File: config.mk
export PLATFORM = sky130hd
export DESIGN_NAME = bblur_cell
export DESIGN_NICKNAME = d
export VERILOG_FILES = /design/src/rtl/core/bblur_pkg.sv /design/src/rtl/core/bblur_cell.sv
export SDC_FILE = /design/constraint.sdc
export NUM_CORES = 1
export LEC_CHECK = 0
export ABC_CLOCK_PERIOD_IN_PS = 4000
export CAP_MARGIN = 20
export CORE_MARGIN = 4
export CORE_UTILIZATION = 50
export CTS_CLUSTER_DIAMETER = 100
export DETAILED_ROUTE_END_ITERATION = 12
export DONT_BUFFER_PORTS = 1
export GPL_TIMING_DRIVEN = 1
export RECOVER_POWER = 25
export SETUP_SLACK_MARGIN = 0.15
export SYNTH_ARGS = -nofsm -noshare
export SYNTH_HDL_FRONTEND = slang
export SYNTH_SLANG_ARGS = --single-unit
File: constraint.sdc
create_clock -name clk -period 4 [get_ports clk]
set_input_delay 0 -clock clk [delete_from_list [all_inputs] [get_ports clk]]
set_output_delay 0 -clock clk [all_outputs]
set_load 0.02 [all_outputs]
File: src/rtl/core/bblur_pkg.sv
// Shared types and constants for the 3x3 box blur stream.
// Pixel and result beat layouts, per-channel sum types, register indexes.
// No dependencies.
`default_nettype none

package bblur_pkg;

  localparam int MAX_WIDTH    = 2048;
  localparam int MAX_CHANNELS = 4;
  localparam int COL_W        = $clog2(MAX_WIDTH);
  localparam int ROW_W        = 16;
  localparam int SAMPLE_W     = 8;

  // Configuration register layout
  localparam int CFG_IDX_W    = 2;
  localparam int CFG_DATA_W   = 16;
  localparam int WIDTH_REG_W  = 12;
  localparam int HEIGHT_REG_W = 16;
  localparam int CHAN_REG_W   = 3;

  localparam logic [CFG_IDX_W-1:0] REG_WIDTH    = 2'd0;
  localparam logic [CFG_IDX_W-1:0] REG_HEIGHT   = 2'd1;
  localparam logic [CFG_IDX_W-1:0] REG_CHANNELS = 2'd2;

  localparam logic [WIDTH_REG_W-1:0]  WIDTH_RST    = 12'd640;
  localparam logic [HEIGHT_REG_W-1:0] HEIGHT_RST   = 16'd480;
  localparam logic [CHAN_REG_W-1:0]   CHANNELS_RST = 3'd3;

  // Column sum of three samples, window sum of nine
  localparam int COLSUM_W = SAMPLE_W + 2;
  localparam int WINSUM_W = SAMPLE_W + 4;

  // floor(x / 9) == (x * 7282) >> 16 for every x up to 9 * 255
  localparam int RECIP_W     = 13;
  localparam int RECIP_SHIFT = 16;
  localparam logic [RECIP_W-1:0] RECIP_9 = 13'd7282;
  localparam int PROD_W      = WINSUM_W + RECIP_W;

  typedef struct packed {
    logic [SAMPLE_W-1:0] sample_0;
    logic [SAMPLE_W-1:0] sample_1;
    logic [SAMPLE_W-1:0] sample_2;
    logic [SAMPLE_W-1:0] sample_3;
  } pixel_t;

  typedef struct packed {
    logic [SAMPLE_W-1:0] mean_0;
    logic [SAMPLE_W-1:0] mean_1;
    logic [SAMPLE_W-1:0] mean_2;
    logic [SAMPLE_W-1:0] mean_3;
    logic [COL_W-1:0]    center_col;
    logic [ROW_W-1:0]    center_row;
    logic                frame_last;
  } result_t;

  // One line buffer entry: the row two above and the row one above
  typedef struct packed {
    pixel_t top;
    pixel_t mid;
  } line_pair_t;

  typedef struct packed {
    logic             rd_en;
    logic [COL_W-1:0] rd_addr;
    logic             wr_en;
    logic [COL_W-1:0] wr_addr;
  } lb_req_t;

  typedef logic [MAX_CHANNELS-1:0][SAMPLE_W-1:0] lanes_t;
  typedef logic [MAX_CHANNELS-1:0][COLSUM_W-1:0] colsum_t;
  typedef logic [MAX_CHANNELS-1:0][WINSUM_W-1:0] winsum_t;

  function automatic lanes_t lanes(input pixel_t p);
    lanes_t l;
    l[0] = p.sample_0;
    l[1] = p.sample_1;
    l[2] = p.sample_2;
    l[3] = p.sample_3;
    return l;
  endfunction

endpackage

`default_nettype wire

File: src/rtl/core/bblur_cell.sv
// One window cell: holds the per-channel sum of one pixel column and adds it
// to the running window sum passed along the chain. Uses bblur_pkg.
`default_nettype none

module bblur_cell (
  input  wire logic               clk,
  input  wire logic               shift,
  input  wire bblur_pkg::colsum_t d,
  output bblur_pkg::colsum_t      q,
  input  wire bblur_pkg::winsum_t sum_in,
  output bblur_pkg::winsum_t      sum_out
);

  always_ff @(posedge clk) begin
    if (shift) begin
      q <= d;
    end
  end

  always_comb begin
    for (int c = 0; c < bblur_pkg::MAX_CHANNELS; c++) begin
      sum_out[c] = sum_in[c] + bblur_pkg::WINSUM_W'(q[c]);
    end
  end

endmodule

`default_nettype wire

==> metrics.yaml, run 1 <==
top_register: "q"
synth_nets: 426
async_flop_share: 0
setup_viol: 0
synthToLayoutAreaGrowth_pct: 18.2
drc_errors: 0
grt_antenna_before_repair: 0
layout.nets: 474
violations: "capacitance limit, slew limit"
vias: 2505
fin_crit_sh: 0.701
pre_cts_ws_ns: 1.50
post-cts-setup-buffer-count: 0
top_regs: "q: 40 flops"
grt.overflow.total: 0
tightest_slew_ns: 2.21
clock_path_buffers: 2
totalWireLength_um: 7840
dp_cells: 367
clock-sinks: 40
worstPathArrival_ns: 2.80
setup_ws_ns: 1.20
ant_nets: 0
seqPwrFrac: 0.403
swShare: 0.415
slew_headroom: -0.470
endpoint_kind: "primary output"
die_width_um: 87.5
crit_type: "flop to primary output"
ctsRootBufferMaster: "clkbuf_8"
wl_per_cell_um: 18.9
ios: 178
start_kind: "flop"
grt_pass1_wl_um: 12200
fin_crit_ns: 2.80
ys_seq_area_frac: 0.380
ys.warnings.count: 0
fillers: 514
dieArea_sq_um: 7650
total_power_mw: 1.41
postPlaceCellArea_sq_um: 3250
layout.cells.non_filler: 415
numCtsBuffers: 5
leakage_nw: 1.54
htreeDepth: 2
drtIter0Drc: 62
netlist_instances: 292
clkPwrFrac: 0.179
die_h_um: 87.5
place_congestion: 0.772
timing.critical_path.fanout_max: 3
grt.total_usage: 0.202
fin_area_sq_um: 3730
rsz0062_at_grt: "no"
syn-cell-area_sq_um: 3160
grt_start_max_net_pins: 41
final_hold_viol_count: 0
antenna_cells: 0
p_switching_mw: 0.586
cts_tree: "built"
viasPerCell: 6.04
slew_viol_final: 41
setup-tns-final_ns: 0
max_freq_ghz: 0.357
path_clk_slew_ns: 0.07
synth_flop_cell: "edfxtp_1"
drv_cap: 1
drive_gt1_frac: 0.0294
synth_cell_types: 38
grt_pass1_vias: 2580
largest_reg_flops: 40
critical_path_required_ns: 4.00
io_buffer_count: 0
start_util: 0.524
dr.pass1.iters: 4
min_path_type: "primary input to primary output"
comb_power_share: 0.419
synth_edf_count: 40
status: "complete, but fails checks"
hpwl_um: 6350
ys_ff_latch: 40
power_density_nw_per_um2: 379
core_sq_um: 6030
internal_power_mw: 0.828
syn_area_per_cell_sq_um: 10.8
row_count: 28
ir_worst_vdd_v: 0.000222
[synthesized netlist by cell type (4+ instances only)]
library cell   n  area (sq um)
nand3_1       10          50.1
a21oi_1       31           155
nand2b_1       7          43.8
nor2_1         6          22.5
a211oi_1       5          37.5
nand2_1        9          33.8
ha_1          40           500
fa_1           4          80.1
o21ai_0        9          45.0
a31oi_1        4          25.0
a21o_1        20           150
xnor2_1       20           175
edfxtp_1      40          1200
inv_1         11          41.3
and3_1         9          56.3
nor3_1         7          35.0
o211ai_1       8          60.1
xor2_1        12           105
[cell families (layout without fill, tap and decap cells)]
kind of cell,count (synthesis),count (layout),synth area share
compound gates,98,98,0.215
xor+xnor,32,32,0.0887
flops,40,40,0.380
buf+inv,11,59,0.0131
simple gates,67,67,0.119
fa+ha+maj,44,44,0.184
[placed cells by master, fill, tap and decap left out, types with 3 or more instances in the layout]
cell type,netlist,final
ha_1,40,40
dlygate4sd3_1,0,40
edfxtp_1,40,40
a21oi_1,31,31
a21o_1,20,20
xnor2_1,20,20
xor2_1,12,12
inv_1,11,11
nand3_1,10,10
nand2_1,9,9
and3_1,9,9
o21ai_0,9,9
o211ai_1,8,8
nand2b_1,7,7
nor3_1,7,7
nor2_1,6,6
a211oi_1,5,5
clkbuf_8,0,5
a31oi_1,4,4
fa_1,4,4
a2111oi_0,3,3
a221oi_1,3,3
a221oi_2,3,3
o2111a_1,3,3
nand3b_1,3,3
a22oi_1,3,3
or3_1,3,3
nor2b_1,3,3
[timing repair]
| item | CTS | global route |
|---|---|---|
| hold buffers | 41 | 0 |
| gates resized for setup | 0 | 0 |
| hold endpoints to repair | 80 | 0 |
[power by group through the flow]
stage / registers, mW / clock network [mW] / logic [mW]
final: 0.569 / 0.252 / 0.592
after floorplan: 0.569 / 0 / 0.479
after detailed placement: 0.579 / 0 / 0.553
after global routing: 0.573 / 0.282 / 0.648
after global placement: 0.579 / 0 / 0.551
after CTS: 0.569 / 0.265 / 0.597
[worst max-delay path, cell delays in order (launching register included)]
cell and delay, ns:
edfxtp_1 0.50, ha_1 0.29, fa_1 0.40, a21o_1 0.21, a221oi_2 0.36, nor3_1 0.11
or4_1 0.64
[worst paths after layout]
check / startpoint / endpoint / slack [ns] / cells after the start
setup / recovery: q[30] / sum_out[46] / 1.20 / 6
hold / removal: sum_in[24] / sum_out[24] / 0.21 / 1
[cell type report]
cell class | instances | area [sq um] | share of cell area
Tap cell | 75 | 93.8 | 0.0251
Clock inverter | 1 | 5.00 | 0.00134
Sequential cell | 40 | 1200 | 0.322
Timing Repair Buffer | 41 | 404 | 0.108
Multi-Input combinational cell | 241 | 1920 | 0.513
Inverter | 11 | 41.3 | 0.0111
Clock buffer | 6 | 72.6 | 0.0194
[per-layer routing]
layer / part of all wire / up-vias / global-route usage
li1: - / 1247 / -
met1: 0.38 / 1138 / 0.236
met2: 0.49 / 111 / 0.351
met3: 0.12 / 9 / 0.0757
met4: 0.010 / 0 / 0.0446
met5: 0 / - / 0
[metrics by stage]
| stage | utilization | hold WS [ns] |
|---|---|---|
| floorplan | - | 0.0989 |
| global route | 0.620 | 0.210 |
| detailed placement | 0.540 | 0.0989 |
| CTS | 0.623 | 0.0641 |
| global placement | 0.540 | 0.0989 |
| finish | 0.620 | 0.209 |
Power figures use the tool's default switching activity.
==> inputs of run 2 (changes only) <==
--- a/config.mk
+++ b/config.mk
@@ -5,7 +5,8 @@
 export SDC_FILE = /design/constraint.sdc
 export NUM_CORES = 1
 export LEC_CHECK = 0
-export ABC_CLOCK_PERIOD_IN_PS = 4000
+export ABC_AREA = 1
+export ABC_CLOCK_PERIOD_IN_PS = 2350
 export CAP_MARGIN = 20
 export CORE_MARGIN = 4
 export CORE_UTILIZATION = 50
@@ -13,6 +14,7 @@
 export DETAILED_ROUTE_END_ITERATION = 12
 export DONT_BUFFER_PORTS = 1
 export GPL_TIMING_DRIVEN = 1
+export PLACE_DENSITY = 0.68
 export RECOVER_POWER = 25
 export SETUP_SLACK_MARGIN = 0.15
 export SYNTH_ARGS = -nofsm -noshare
==> constraint.sdc (replaced) <==
create_clock -name clk -period 2.35 [get_ports clk]
set_input_delay 0 -clock clk [delete_from_list [all_inputs] [get_ports clk]]
set_output_delay 0 -clock clk [all_outputs]
set_load 0.02 [all_outputs]
==> metrics.yaml, run 2 <==
worstPathArrival_ns: 2.09
clock-sinks: 40
tightest_slew_ns: 2.17
dieArea_sq_um: 8650
wl_per_cell_um: 14.0
slew_headroom: -0.447
ios: 178
slowest_stage: "edfxtp_1"
fin_crit_sh: 0.890
pre_cts_ws_ns: 0.492
drc_errors: 0
setup_ws_ns: 0.258
htreeDepth: 2
grt_pass1_vias: 3205
critical_path_required_ns: 2.35
startpoint: "q[10]"
io_buffer_count: 0
ff_latch_area_sq_um: 1200
path_depth: 7
largest_reg_flops: 40
utilization: 0.620
synth_nets: 634
post-cts-setup-buffer-count: 0
final_common_cell: "nand2_1"
violations: "capacitance limit, slew limit"
final_hold_viol_count: 0
syn_area_per_cell_sq_um: 7.23
endpoint_kind: "primary output"
start_kind: "flop"
crit_top_cell: "nand3_1"
start_util: 0.523
layout.cells.non_filler: 646
max_freq_ghz: 0.478
busiest_layer: "met2"
synth_cell_types: 14
viasPerCell: 5.13
setup_viol: 0
met2_usage: 0.367
crit_chain: "ha_1 > fa_1 > nand2_1 > nand3_1 > nand3_1 > nand3_1 > nand2_1"
drive_gt1_frac: 0.0383
grt_pass1_wl_um: 14800
row_count: 30
setup-tns-final_ns: 0
drtIter0Drc: 101
ys_seq_area_frac: 0.332
fin_crit_ns: 2.09
total_power_mw: 2.59
syn-cell-area_sq_um: 3610
postPlaceCellArea_sq_um: 3730
endpoint: "sum_out[20]"
netlist_instances: 500
ir_worst_vdd_v: 0.000399
die_width_um: 93.0
ys_ff_latch: 40
slew_viol_final: 41
ys_top_cells_by_area: "edfxtp_1, nand2_1, ha_1, inv_1, nand3_1"
holdWs_ns: 0.203
final_cell_mix: "nand2_1, inv_1, nand3_1"
path_clk_slew_ns: 0.07
met3_usage: 0.0644
place_congestion: 0.844
min_path_type: "primary input to primary output"
status: "complete, but fails checks"
cts_tree: "built"
vias: 3312
crit_type: "flop to primary output"
synth.top_cell.area_share: 0.332
layout.nets: 682
crit_family: "adder cells"
clock_path_buffers: 2
grt.overflow.total: 0
dp_cells: 596
grtUsageMet1: 0.251
grt.total_usage: 0.209
multi_input_area_sq_um: 2140
power_density_nw_per_um2: 605
leakage_nw: 2.23
synth_edf_count: 40
synth_flop_cell: "edfxtp_1"
ys.warnings.count: 0
async_flop_share: 0
ant_nets: 0
dr.pass1.iters: 5
numCtsBuffers: 5
cp_slowest_stage_delay_ns: 0.51
top_register: "q"
hold_path_depth: 3
hpwl_um: 7280
synth.most_common_cell: "nand2_1"
cp_num_buf_inv: 0
synthToLayoutAreaGrowth_pct: 18.4
fin_area_sq_um: 4280
core_sq_um: 6910
totalWireLength_um: 9030
top_regs: "q: 40 flops"
synth_top_cell_by_area: "edfxtp_1"
drv_cap: 1
ctsRootBufferMaster: "clkbuf_8"
timing.critical_path.fanout_max: 4
grt_start_max_net_pins: 41
die_h_um: 93.0
netlist_top_cells_count: "nand2_1, inv_1, nand3_1"
grt_antenna_before_repair: 1
fillers: 646
rsz0062_at_grt: "no"
## run 2: cell count changes after synthesis, moves of 7 or more
cell / previous run / this run
nand2_1: 9 / 196
inv_1: 11 / 80
nand3_1: 10 / 44
nor2_1: 6 / 36
a21o_1: 20 / 0
a21oi_1: 31 / 12
xnor2_1: 20 / 4
nand4_1: 2 / 12
and3_1: 9 / 0
o21ai_0: 9 / 0
o211ai_1: 8 / 0
xor2_1: 12 / 20
nand2b_1: 7 / 0
nor3_1: 7 / 0
## run 2: cell type report
class                   count  share of cell area
diodes                      1            0.000585
clock buffers               5              0.0161
clock inverters             3             0.00877
inverters                  80              0.0702
multi-input cells         380               0.501
flip-flops and latches     40               0.281
well taps                  96              0.0281
repair buffers             41              0.0944
## run 2: cells by family after synthesis
logic type,share of synthesized area
and+or+nand+nor,0.341
buffers and inverters,0.0831
adders and majority gates,0.161
DFF,0.332
xor gates and xnor gates,0.0582
AOI/OAI and AO/OA,0.0249
## run 2: how the worst min path moves through the flow
stage | start | endpoint | slack, ns
after floorplan | d[0] | q[0] | 0.1
after global placement | d[14] | q[14] | 0.1
after detailed placement | d[24] | q[24] | 0.1
after CTS | shift | q[11] | 0.06
after global routing | sum_in[0] | sum_out[0] | 0.21
final | sum_in[11] | sum_out[11] | 0.20
## run 2: layer usage
layer  up-vias  wire, um
li1       1695         -
met1      1465      3500
met2       148      4510
met3         4       954
met4         0        55
met5         -         0
## run 2: power by group
part	total, mW	internal [mW]	switching (mW)
Sequential	0.968	0.854	0.114
Combinational	1.07	0.339	0.730
Clock	0.550	0.310	0.241
Total	2.59	1.50	1.08
## run 2: worst min-delay path, delay by kind of cell
family / cells / cell delay, ns
AND/OR/NAND/NOR: 2 / 0.18
buffers and inverters: 1 / 0.02
## run 2: timing repair
| item | 4_1_cts | 5_1_grt |
|---|---|---|
| endpoints found under the hold margin | 80 | 0 |
| gates resized for setup | 0 | 7 |
| hold buffers | 41 | 0 |
| endpoints found under the setup margin | 0 | 9 |
